### src/design/drive_enable_mode_sequencer_unit_assert.svh
// assertion macros for the drive enable and mode sequencer
// used by the top level only
`ifndef DRIVE_ENABLE_MODE_SEQUENCER_UNIT_ASSERT_SVH
`define DRIVE_ENABLE_MODE_SEQUENCER_UNIT_ASSERT_SVH

// implication checked every clock edge outside reset
`define DEMS_ASSERT_IMPL(label, lhs, rhs, msg) \
   label: assert property (@(posedge clock) disable iff (reset) (lhs) |-> (rhs)) \
      else $error(msg);

// next-cycle implication
`define DEMS_ASSERT_NEXT(label, lhs, rhs, msg) \
   label: assert property (@(posedge clock) disable iff (reset) (lhs) |=> (rhs)) \
      else $error(msg);

`endif

### src/design/dems_pkg.sv
// shared types and constants of the drive enable and mode sequencer
// no dependencies
package dems_pkg;

   localparam int Motors = 16;
   localparam int MotorIdWidth = 4;
   localparam int QueueDepth = 2;
   localparam int QueuePtrWidth = $clog2(QueueDepth);
   localparam int QueueCntWidth = $clog2(QueueDepth + 1);

   localparam logic [3:0] CW_SHUTDOWN = 4'd6;
   localparam logic [3:0] CW_SWITCH_ON = 4'd7;
   localparam logic [3:0] CW_ENABLE = 4'd15;

   typedef enum logic [2:0] {
      PH_IDLE = 3'd0, PH_STOPPED = 3'd1, PH_SWITCHING = 3'd2,
      PH_ENABLING = 3'd3, PH_RUNNING = 3'd4
   } phase_type;

   typedef enum logic [2:0] {
      SW_IDLE = 3'd0, SW_SET_MODE = 3'd1, SW_CLEAR = 3'd2, SW_DISABLE = 3'd3,
      SW_ENABLE = 3'd4, SW_OPERATING = 3'd5, SW_DONE = 3'd6, SW_SPARE = 3'd7
   } switch_type;

   typedef enum logic [1:0] {
      REG_CSP = 2'd0, REG_CSV = 2'd1, REG_CST = 2'd2, REG_PVT = 2'd3
   } reg_index_type;

   // classification made by the front part
   typedef enum logic [1:0] {
      CLS_DROP = 2'd0, CLS_NOCOMM = 2'd1, CLS_ACTIVE = 2'd2
   } class_type;

   typedef struct packed {
      logic [3:0] drive_idx;
      logic comm_ok;
      logic [15:0] drive_status;
      logic signed [7:0] reported_mode;
      logic want_enabled;
      logic signed [7:0] want_mode;
      logic signed [31:0] feedback_pos;
      logic signed [31:0] set_pos;
      logic signed [31:0] set_vel;
      logic signed [15:0] set_torque;
      logic signed [31:0] set_kp;
      logic signed [31:0] set_kd;
   } req_type;

   typedef struct packed {
      logic send_valid;
      logic [3:0] ctrl_cmd;
      logic signed [7:0] op_mode_out;
      logic signed [31:0] pos_target;
      logic signed [31:0] vel_target;
      logic signed [15:0] torque_target;
      logic signed [31:0] gain_kp;
      logic signed [31:0] gain_kd;
      logic [2:0] drive_phase;
      logic [2:0] switch_phase;
   } rsp_type;

   // item as classified by the front part
   typedef struct packed {
      class_type cls;
      logic want_off;
      logic want_none;
      logic mode_ok;
      logic sel_vel;
      logic sel_pos;
      logic sel_torque;
      logic sel_pvt;
      req_type req;
   } work_type;

endpackage

### src/design/dems_front.sv
// front part: holds the mode code registers, classifies each item
// depends on dems_pkg
module dems_front (
   input  logic clock,
   input  logic reset,
   input  logic csr_psel,
   input  logic csr_penable,
   input  logic csr_pwrite,
   input  logic [3:0] csr_paddr,
   input  logic [31:0] csr_pwdata,
   output logic [31:0] csr_prdata,
   input  dems_pkg::req_type req_data,
   output dems_pkg::work_type work_out
);
   import dems_pkg::*;

   logic [7:0] csp_ff, csv_ff, cst_ff, pvt_ff;
   reg_index_type widx;
   logic wr_en;
   logic [7:0] want;

   assign widx = reg_index_type'(csr_paddr[3:2]);
   assign wr_en = csr_psel && csr_penable && csr_pwrite && (csr_paddr[1:0] == 2'b00);

   // mode code registers
   always_ff @(posedge clock) begin
      if (reset) begin
         csp_ff <= 8'd8;
         csv_ff <= 8'd9;
         cst_ff <= 8'd10;
         pvt_ff <= 8'd5;
      end else if (wr_en) begin
         case (widx)
            REG_CSP: csp_ff <= csr_pwdata[7:0];
            REG_CSV: csv_ff <= csr_pwdata[7:0];
            REG_CST: cst_ff <= csr_pwdata[7:0];
            REG_PVT: pvt_ff <= csr_pwdata[7:0];
            default: ;
         endcase
      end
   end

   // register read back
   always_comb begin
      csr_prdata = '0;
      if (csr_paddr[1:0] == 2'b00) begin
         case (widx)
            REG_CSP: csr_prdata = {24'd0, csp_ff};
            REG_CSV: csr_prdata = {24'd0, csv_ff};
            REG_CST: csr_prdata = {24'd0, cst_ff};
            REG_PVT: csr_prdata = {24'd0, pvt_ff};
            default: csr_prdata = '0;
         endcase
      end
   end

   // classification, priority velocity, position, torque, impedance
   assign want = req_data.want_mode;
   always_comb begin
      work_out = '0;
      work_out.req = req_data;
      if (32'(req_data.drive_idx) >= Motors) work_out.cls = CLS_DROP;
      else if (!req_data.comm_ok) work_out.cls = CLS_NOCOMM;
      else work_out.cls = CLS_ACTIVE;
      work_out.want_off = !req_data.want_enabled;
      work_out.want_none = (want == 8'd0);
      work_out.mode_ok = (req_data.reported_mode == req_data.want_mode);
      work_out.sel_vel = (want == csv_ff);
      work_out.sel_pos = !work_out.sel_vel && (want == csp_ff);
      work_out.sel_torque = !work_out.sel_vel && !work_out.sel_pos && (want == cst_ff);
      work_out.sel_pvt = !work_out.sel_vel && !work_out.sel_pos && !work_out.sel_torque
                         && (want == pvt_ff);
   end

endmodule

### src/design/dems_queue.sv
// short queue of classified items between front and back
// depends on dems_pkg
module dems_queue (
   input  logic clock,
   input  logic reset,
   input  logic push,
   input  dems_pkg::work_type push_data,
   output logic full,
   input  logic pop,
   output dems_pkg::work_type pop_data,
   output logic empty
);
   import dems_pkg::*;

   work_type mem_ff [QueueDepth];
   logic [QueuePtrWidth-1:0] wp_ff, wp_in, rp_ff, rp_in;
   logic [QueueCntWidth-1:0] cnt_ff, cnt_in;
   logic do_push, do_pop;

   assign full = (cnt_ff == QueueCntWidth'(QueueDepth));
   assign empty = (cnt_ff == '0);
   assign do_push = push && !full;
   assign do_pop = pop && !empty;
   assign pop_data = mem_ff[rp_ff];

   // pointer and count update
   always_comb begin
      wp_in = wp_ff;
      rp_in = rp_ff;
      if (do_push) wp_in = (wp_ff == QueuePtrWidth'(QueueDepth - 1)) ? '0 : wp_ff + 1'b1;
      if (do_pop) rp_in = (rp_ff == QueuePtrWidth'(QueueDepth - 1)) ? '0 : rp_ff + 1'b1;
      cnt_in = cnt_ff + QueueCntWidth'(do_push) - QueueCntWidth'(do_pop);
   end

   always_ff @(posedge clock) begin
      if (reset) begin
         wp_ff <= '0;
         rp_ff <= '0;
         cnt_ff <= '0;
      end else begin
         wp_ff <= wp_in;
         rp_ff <= rp_in;
         cnt_ff <= cnt_in;
      end
   end

   // storage
   always_ff @(posedge clock) begin
      if (do_push) mem_ff[wp_ff] <= push_data;
   end

endmodule

### src/design/dems_back.sv
// back part: per-drive state update and result register
// depends on dems_pkg
module dems_back (
   input  logic clock,
   input  logic reset,
   input  logic work_valid,
   input  dems_pkg::work_type work_in,
   output logic work_take,
   output logic rsp_empty,
   input  logic rsp_pop,
   output dems_pkg::rsp_type rsp_data
);
   import dems_pkg::*;

   phase_type phase_ff [Motors];
   switch_type switch_ff [Motors];
   logic [31:0] hpos_ff [Motors];
   logic [31:0] hvel_ff [Motors];
   logic [15:0] htor_ff [Motors];
   logic [31:0] hkp_ff [Motors];
   logic [31:0] hkd_ff [Motors];

   logic out_valid_ff;
   rsp_type out_ff, out_in;
   logic [MotorIdWidth-1:0] m;
   phase_type ph_cur, ph_in;
   switch_type sw_cur, sw_in;
   logic [31:0] pos_in, vel_in, kp_in, kd_in;
   logic [15:0] tor_in;
   logic [3:0] cw;
   logic [7:0] op;
   logic rdy, son, oen, ok, upd;

   assign work_take = work_valid && (!out_valid_ff || rsp_pop);
   assign rsp_empty = !out_valid_ff;
   assign rsp_data = out_ff;
   assign m = work_in.req.drive_idx;
   assign ph_cur = phase_ff[m];
   assign sw_cur = switch_ff[m];
   assign rdy = work_in.req.drive_status[0];
   assign son = work_in.req.drive_status[1];
   assign oen = work_in.req.drive_status[2];
   assign ok = work_in.mode_ok;

   // next state of the addressed drive
   always_comb begin
      ph_in = ph_cur;
      sw_in = sw_cur;
      pos_in = hpos_ff[m];
      vel_in = hvel_ff[m];
      tor_in = htor_ff[m];
      kp_in = hkp_ff[m];
      kd_in = hkd_ff[m];
      cw = CW_SHUTDOWN;
      op = work_in.req.want_mode;
      upd = (work_in.cls == CLS_ACTIVE);
      if (work_in.want_off || work_in.want_none || !ok || sw_cur != SW_IDLE
          || !oen) begin
         pos_in = work_in.req.feedback_pos;
         vel_in = '0;
         tor_in = '0;
         kp_in = '0;
         kd_in = '0;
      end
      if (work_in.want_off) begin
         ph_in = PH_STOPPED;
         sw_in = SW_IDLE;
      end else if (work_in.want_none) begin
         ph_in = PH_IDLE;
         sw_in = SW_IDLE;
         op = '0;
      end else if (!ok || sw_cur != SW_IDLE) begin
         ph_in = PH_SWITCHING;
         case (sw_cur)
            SW_IDLE: sw_in = SW_SET_MODE;
            SW_SET_MODE: sw_in = ok ? SW_CLEAR : SW_SET_MODE;
            SW_CLEAR: sw_in = ok ? SW_DISABLE : SW_SET_MODE;
            SW_DISABLE: begin
               if (!ok) sw_in = SW_SET_MODE;
               else sw_in = (rdy && !son && !oen) ? SW_ENABLE : SW_DISABLE;
            end
            SW_ENABLE: begin
               cw = CW_SWITCH_ON;
               if (!ok) sw_in = SW_SET_MODE;
               else if (son && !oen) sw_in = SW_OPERATING;
               else if (!rdy) sw_in = SW_DISABLE;
               else sw_in = SW_ENABLE;
            end
            SW_OPERATING: begin
               cw = CW_ENABLE;
               if (!ok) sw_in = SW_SET_MODE;
               else if (oen) sw_in = SW_DONE;
               else if (!son) sw_in = SW_ENABLE;
               else sw_in = SW_OPERATING;
            end
            default: begin
               cw = CW_ENABLE;
               if (ok && oen) begin
                  ph_in = PH_RUNNING;
                  sw_in = SW_IDLE;
               end else sw_in = ok ? SW_OPERATING : SW_SET_MODE;
            end
         endcase
      end else begin
         if (!son && !rdy) cw = CW_SHUTDOWN;
         else if (!son) cw = CW_SWITCH_ON;
         else cw = CW_ENABLE;
         if (oen) begin
            ph_in = PH_RUNNING;
            kp_in = '0;
            kd_in = '0;
            if (work_in.sel_vel) vel_in = work_in.req.set_vel;
            else if (work_in.sel_pos) pos_in = work_in.req.set_pos;
            else if (work_in.sel_torque) tor_in = work_in.req.set_torque;
            else if (work_in.sel_pvt) begin
               pos_in = work_in.req.set_pos;
               vel_in = work_in.req.set_vel;
               tor_in = work_in.req.set_torque;
               kp_in = work_in.req.set_kp;
               kd_in = work_in.req.set_kd;
            end
         end else ph_in = PH_ENABLING;
      end
   end

   // result from new state; current phases if no comm
   always_comb begin
      out_in = '0;
      case (work_in.cls)
         CLS_ACTIVE: begin
            out_in.send_valid = 1'b1;
            out_in.ctrl_cmd = cw;
            out_in.op_mode_out = op;
            out_in.pos_target = pos_in;
            out_in.vel_target = vel_in;
            out_in.torque_target = tor_in;
            out_in.gain_kp = kp_in;
            out_in.gain_kd = kd_in;
            out_in.drive_phase = ph_in;
            out_in.switch_phase = sw_in;
         end
         CLS_NOCOMM: begin
            out_in.drive_phase = ph_cur;
            out_in.switch_phase = sw_cur;
         end
         default: out_in = '0;
      endcase
   end

   // per-drive phase state and held targets and gains
   always_ff @(posedge clock) begin
      if (reset) begin
         for (int i = 0; i < Motors; i++) begin
            phase_ff[i] <= PH_IDLE;
            switch_ff[i] <= SW_IDLE;
            hpos_ff[i] <= '0;
            hvel_ff[i] <= '0;
            htor_ff[i] <= '0;
            hkp_ff[i] <= '0;
            hkd_ff[i] <= '0;
         end
      end else if (work_take && upd) begin
         phase_ff[m] <= ph_in;
         switch_ff[m] <= sw_in;
         hpos_ff[m] <= pos_in;
         hvel_ff[m] <= vel_in;
         htor_ff[m] <= tor_in;
         hkp_ff[m] <= kp_in;
         hkd_ff[m] <= kd_in;
      end
   end

   // result register
   always_ff @(posedge clock) begin
      if (reset) out_valid_ff <= 1'b0;
      else if (work_take) out_valid_ff <= 1'b1;
      else if (rsp_pop) out_valid_ff <= 1'b0;
   end

   always_ff @(posedge clock) begin
      if (work_take) out_ff <= out_in;
   end

endmodule

### src/design/drive_enable_mode_sequencer_unit.sv
// top level of the drive enable and mode sequencer
// depends on dems_pkg, dems_front, dems_queue, dems_back and the assert header

// One item per clock sustained while results are popped as they appear. An item is
// classified in the front part in its accept cycle and written into a two-entry
// queue; the back part then takes it when the result register is free or being
// popped, reads and writes the addressed drive's state and loads the result
// register, from which the result reaches the result ports. The read-modify-write
// of per-drive state in the back part sets the rate.
`include "drive_enable_mode_sequencer_unit_assert.svh"

module drive_enable_mode_sequencer_unit (
   input  logic clock,
   input  logic reset,
   input  logic req_push,
   output logic req_full,
   input  dems_pkg::req_type req_data,
   output logic rsp_empty,
   input  logic rsp_pop,
   output dems_pkg::rsp_type rsp_data,
   input  logic csr_psel,
   input  logic csr_penable,
   input  logic csr_pwrite,
   input  logic [3:0] csr_paddr,
   input  logic [31:0] csr_pwdata,
   output logic [31:0] csr_prdata,
   output logic csr_pready
);
   import dems_pkg::*;

   work_type fw, bw;
   logic q_full, q_pop, q_empty;
   logic ctrl_legal;

   assign csr_pready = 1'b1;
   assign req_full = q_full;

   // classify
   dems_front u_front (
      .clock(clock), .reset(reset),
      .csr_psel(csr_psel), .csr_penable(csr_penable), .csr_pwrite(csr_pwrite),
      .csr_paddr(csr_paddr), .csr_pwdata(csr_pwdata), .csr_prdata(csr_prdata),
      .req_data(req_data), .work_out(fw)
   );

   // decoupling queue
   dems_queue u_queue (
      .clock(clock), .reset(reset),
      .push(req_push), .push_data(fw), .full(q_full),
      .pop(q_pop), .pop_data(bw), .empty(q_empty)
   );

   // execute
   dems_back u_back (
      .clock(clock), .reset(reset),
      .work_valid(!q_empty), .work_in(bw), .work_take(q_pop),
      .rsp_empty(rsp_empty), .rsp_pop(rsp_pop), .rsp_data(rsp_data)
   );

   // legal command codes
   assign ctrl_legal = (rsp_data.ctrl_cmd == CW_SHUTDOWN)
                       || (rsp_data.ctrl_cmd == CW_SWITCH_ON)
                       || (rsp_data.ctrl_cmd == CW_ENABLE);

   `DEMS_ASSERT_IMPL(a_take_needs_item, q_pop, !q_empty, "back took from empty queue")
   `DEMS_ASSERT_NEXT(a_take_fills_out, q_pop, !rsp_empty, "result missing after take")
   `DEMS_ASSERT_IMPL(a_send_ctrl, !rsp_empty && rsp_data.send_valid, ctrl_legal, "bad cmd")

endmodule
### config.mk
export PLATFORM = sky130hd
export DESIGN_NAME = drive_enable_mode_sequencer_unit
export DESIGN_NICKNAME = d
export VERILOG_FILES = /design/src/design/dems_pkg.sv /design/src/design/dems_front.sv /design/src/design/dems_queue.sv /design/src/design/dems_back.sv /design/src/design/drive_enable_mode_sequencer_unit.sv
export VERILOG_INCLUDE_DIRS = /design/src /design/src/design
export SDC_FILE = /design/constraint.sdc
export NUM_CORES = 2
export LEC_CHECK = 0
export ABC_AREA = 1
export BUFFER_PORTS_ARGS = -buffer_cell sky130_fd_sc_hd__buf_2
export CAP_MARGIN = 10
export CORE_ASPECT_RATIO = 1.75
export CORE_MARGIN = 2
export CORE_UTILIZATION = 64
export CTS_CLUSTER_SIZE = 40
export DETAILED_ROUTE_END_ITERATION = 7
export PLACE_DENSITY_LB_ADDON = 0.05
export SLEW_MARGIN = 20
export SYNTH_ARGS = -nofsm -noshare
export SYNTH_HDL_FRONTEND = slang
export SYNTH_HIERARCHICAL = 1
export SYNTH_SLANG_ARGS = --single-unit
export TNS_END_PERCENT = 50
### constraint.sdc
create_clock -name clock -period 25.2 [get_ports clock]
set_input_delay 1.26 -clock clock [delete_from_list [all_inputs] [get_ports clock]]
set_output_delay 1.26 -clock clock [all_outputs]
set_load 0.05 [all_outputs]
### Word-level counts from Yosys, hierarchy flattened

Memories as Yosys holds them, arrays and structs flattened. A register that Yosys moved wholly into a read port is not among the register bits.
Cells that the tools add are included.

| word-level totals | value |
|---|---|
| register bits | 200 |
| RAM bits | 2846 |
| bits of input ports | 257 |
| memories kept | 8 |

Memories:

| name | words | bits a word | read ports | clocked after memory_dff | wr ports | RTL line | RTL |
|---|---|---|---|---|---|---|---|
| u_back.hkd_ff | 16 | 32 | 1 | 0 | 16 | dems_back.sv:21 | `logic [31:0] hkd_ff [Motors];` |
| u_back.hkp_ff | 16 | 32 | 1 | 0 | 16 | dems_back.sv:20 | `logic [31:0] hkp_ff [Motors];` |
| u_back.hpos_ff | 16 | 32 | 1 | 0 | 16 | dems_back.sv:17 | `logic [31:0] hpos_ff [Motors];` |
| u_back.hvel_ff | 16 | 32 | 1 | 0 | 16 | dems_back.sv:18 | `logic [31:0] hvel_ff [Motors];` |
| u_queue.mem_ff | 2 | 223 | 1 | 1 | 1 | dems_queue.sv:15 | `work_type mem_ff [QueueDepth];` |
| u_back.htor_ff | 16 | 16 | 1 | 0 | 16 | dems_back.sv:19 | `logic [15:0] htor_ff [Motors];` |
| +2 memories | n/a | n/a | n/a | n/a | n/a | n/a |  |

| cells by class | value |
|---|---|
| add/sub/neg operators | 4 |
| equality and inequality tests | 16 |
| mux-type cells | 114 |
| bitwise logic cells | 1 |
| reductions and logical operators | 55 |

Operator list:

| cell | count |
|---|---|
| $mux 32 | 41 |
| $mux 16 | 10 |
| $mux 157 | 1 |
| $pmux 32 s4 | 1 |
| $reduce_or 32->1 | 4 |
| $mux 3 | 20 |
| $mux 4 | 12 |
| $eq 8x8->1 | 5 |
| $mux 1 | 21 |
| $pmux 3 s6 | 1 |
| $logic_and 1x1->1 | 17 |
| $mux 8 | 2 |
| $reduce_or 16->1 | 1 |
| $pmux 6 s2 | 1 |
| $logic_not 1->1 | 11 |
| $reduce_or 3->1 | 3 |
| $eq 2x2->1 const B | 4 |
| $logic_not 8->1 | 1 |
| $pmux 4 s2 | 1 |
| $reduce_and 2->1 | 4 |
| $eq 3x2->1 const B | 2 |
| $eq 3x3->1 const B | 2 |
| $logic_not 2->1 | 3 |
| $logic_or 1x1->1 | 6 |
| 12 further kinds | 16 |

### Logic depth before layout (Yosys ltp)

| depth | value |
|---|---|
| word-level depth | 14 |
| mapped depth | 24 |

### By module

Netlist, hierarchy kept.

By module, submodules not included:

| module | times used | cells each | area an instance (um^2) | seq. area each (um^2) |
|---|---|---|---|---|
| dems_back | 1 | 5557 | 64564.4 | 46204.3 |
| dems_queue | 1 | 733 | 17043.8 | 13492.9 |
| dems_front | 1 | 576 | 3971.3 | 640.6 |
| drive_enable_mode_sequencer_unit | 1 | 3 | 15.0 | 0.0 |

### Least setup slack after synthesis

No wires, ideal clock.

| path | value |
|---|---|
| path type | input to register |
| start | input rsp_pop |
| end | memory u_back.hpos_ff[1][0] (enable) |
| arrival time | 13.127 ns |
| slack | 11.626 ns |
| cell stages on the path | 8 |
| buffers on the path | 2 |
| cells stage by stage | inv_1 > a21oi_1 > nand3_1 > nor2_1 > nand2_1 > clkbuf_1 > clkbuf_1 > nand2_1 |

RTL lines:

| element | RTL line | RTL |
|---|---|---|
| from (decl) | drive_enable_mode_sequencer_unit.sv:19 | `input logic rsp_pop,` |
| to (decl) | dems_back.sv:17 |  |

==> out/qor.yml <==
critical_path:
  cp_max_fo: 41
  reg2reg_depth: 16
  endpoint: "u_back/rsp_data[74]"
  timing.rr.end: "u_back/rsp_data[74]"
  critPathRequiredTime_ns: 25.73
  endpoint_kind: "flop"
  critPathKind: "reg2reg"
  cp-start-kind: "flop"
  r2r_slack_ns: 17.19
  crit_arrival_ns: 8.54
hold_path:
  min_path_type: "reg2reg"
final_layout:
  final_core_util: 0.696
  num-fill-cells: 9255
  final_common_cell: "edfxtp_1"
  drive_above_1_share: 0.167
  area_growth_pct: 8.04
  final_cell_mix: "1938 x edfxtp_1, 1615 x nor2_1, 715 x nand2_1"
  multi_input_comb_area_um2: 20600
  finalNonFillerCells: 8507
  final_area_um2: 90400
  area.sequential_um2: 59000
  nNetsFinal: 6944
detailed_routing:
  num_vias: 55100
  firstDrtPassIters: 6
  detail-route-antenna-nets: 0
  wl_per_cell_um: 28.1
  viasPerCell: 6.48
  drt-initial-drc-count: 6390
  drt-total-wl_mm: 239
  drc: 0
place:
  place_inst: 8194
  gp_congestion: 0.900
  hpwlAfterDp_mm: 123
  post_dp_cell_area_um2: 84800
  port_buffers: 392
die:
  coreArea_um2: 130000
  fp.dieW_um: 277
  initial_core_util: 0.645
  die_area_um2: 134000
  die_h_um: 482
  fp-row-count: 175
  ios: 455
power_and_ir_drop:
  p_per_area_nw_per_um2: 103
  pwr-share-comb: 0.277
  switching_share: 0.346
  ir_worst_vdd_v: 0.000138
  seq_power_share: 0.437
  p_int_uw: 6070
  clock_power_share: 0.286
  leakage_uw: 0.0323
  p_sw_uw: 3220
timing:
  hold_viol: 0
  setup_viol: 0
  slew_headroom: 0.177
  max_freq_mhz: 125
  hold_slack_ns: 0.507
  final_max_slew_viol_count: 0
  rsz0062_at_grt: "false"
  setup_tns_ns: 0
  tightest_slew_ns: 1.23
  period_share: 0.318
  skew_ns: 0.0264
  min_period_ns: 8.01
clocking:
  htreeDepth: 4
  cts.sinks: 1976
  worstSkewPairLatency_ns: 0.82
  clkSlewWorstSetupHoldPaths_ns: 0.07
  cts-resized-gates: 0
  hold_buffers: 0
  cts_setup_buffers: 0
  cts_buffer_depth: 3
  cts_buffers: 168
  cts-root-buf: "clkbuf_16"
  cts_tree: "yes"
synth:
  synth_warnings: 6
  avgSynthCellArea_um2: 12.4
  syn-instance-count: 6776
  synth.cell_area_um2: 83700
global_route:
  grt_use_total: 0.354
  grt_max_degree: 122
  grt_overflow: 0
  grt_pass1_vias: 54900
  grt_pass1_wl_mm: 347
  antenna_found_initial: 15
outcome:
  status: "complete, no violations"
flow_run:
  cap_violations: 0
[flip-flops by register name, summed over array words and instances (netlist names), 48 cells and up, named ones only]
signal and cells:
u_back/htor_ff 256, u_back/rsp_data 162, u_back/switch_ff 48, u_back/phase_ff 48, u_back/hvel_ff 512, u_queue/mem_ff 400
u_back/hpos_ff 512
[final cells by class]
type,count,area share
flip-flops and latches,1976,0.652
multi-input cells,3930,0.228
clock buffers,212,0.0495
repair buffers,485,0.0297
well taps,1681,0.0233
clock inverters,95,0.0120
inverters,122,0.00547
diodes,6,0.000166
[worst max-delay path, stage by stage, from the launching register on]
cell	delay, ns
dfxtp_4	0.70
buf_4	0.73
mux2_2	0.48
nand2_1	0.09
buf_4	0.35
clkinv_2	0.70
nand2_1	0.26
nand2_1	0.15
nor2_4	0.24
nand2_2	0.11
nor2_4	0.71
nand2_2	0.36
nor2_8	0.25
buf_4	0.71
buf_4	0.74
nand2_2	0.44
nor2_1	0.56
[through the flow]
stage | worst slack (ns) | power (µW)
after floorplan | 11.63 | 5970
after CTS | 17.33 | 9280
after detailed placement | 17.39 | 6650
final | 17.19 | 9290
after global placement | 17.51 | 6620
after global routing | 16.97 | 9590
[worst min-delay path by stage]
stage / start / end / slack, ns / depth (start not counted)
2_1_floorplan: u_back/out_valid_ff / u_back/out_valid_ff / 0.45 / 2
3_3_place_gp: u_front/csv_ff[1] / u_front/csv_ff[1] / 0.48 / 2
3_5_place_dp: u_front/csv_ff[1] / u_front/csv_ff[1] / 0.49 / 2
4_1_cts: u_front/csv_ff[1] / u_front/csv_ff[1] / 0.50 / 2
5_1_grt: u_front/csv_ff[1] / u_front/csv_ff[1] / 0.52 / 2
6_report: u_front/csp_ff[7] / u_front/csp_ff[7] / 0.51 / 2
[power groups by stage]
| stage | clock network, µW | logic, µW | registers, µW |
|---|---|---|---|
| final | 2660 | 2570 | 4060 |
| after global routing | 2800 | 2700 | 4080 |
| after CTS | 2680 | 2540 | 4060 |
| after detailed placement | 0 | 2530 | 4120 |
| after global placement | 0 | 2500 | 4110 |
| after floorplan | 0 | 1390 | 4580 |
[per-layer routing]
| layer | global-route usage | wire [µm] | up-vias | share of wire |
|---|---|---|---|---|
| li1 | - | - | 23600 | - |
| met1 | 0.428 | 80800 | 27100 | 0.34 |
| met2 | 0.599 | 118000 | 3635 | 0.49 |
| met3 | 0.0792 | 27200 | 813 | 0.11 |
| met4 | 0.184 | 12900 | 16 | 0.054 |
| met5 | 0 | 95 | - | 0.00040 |
(Power assumes the default switching activity.)
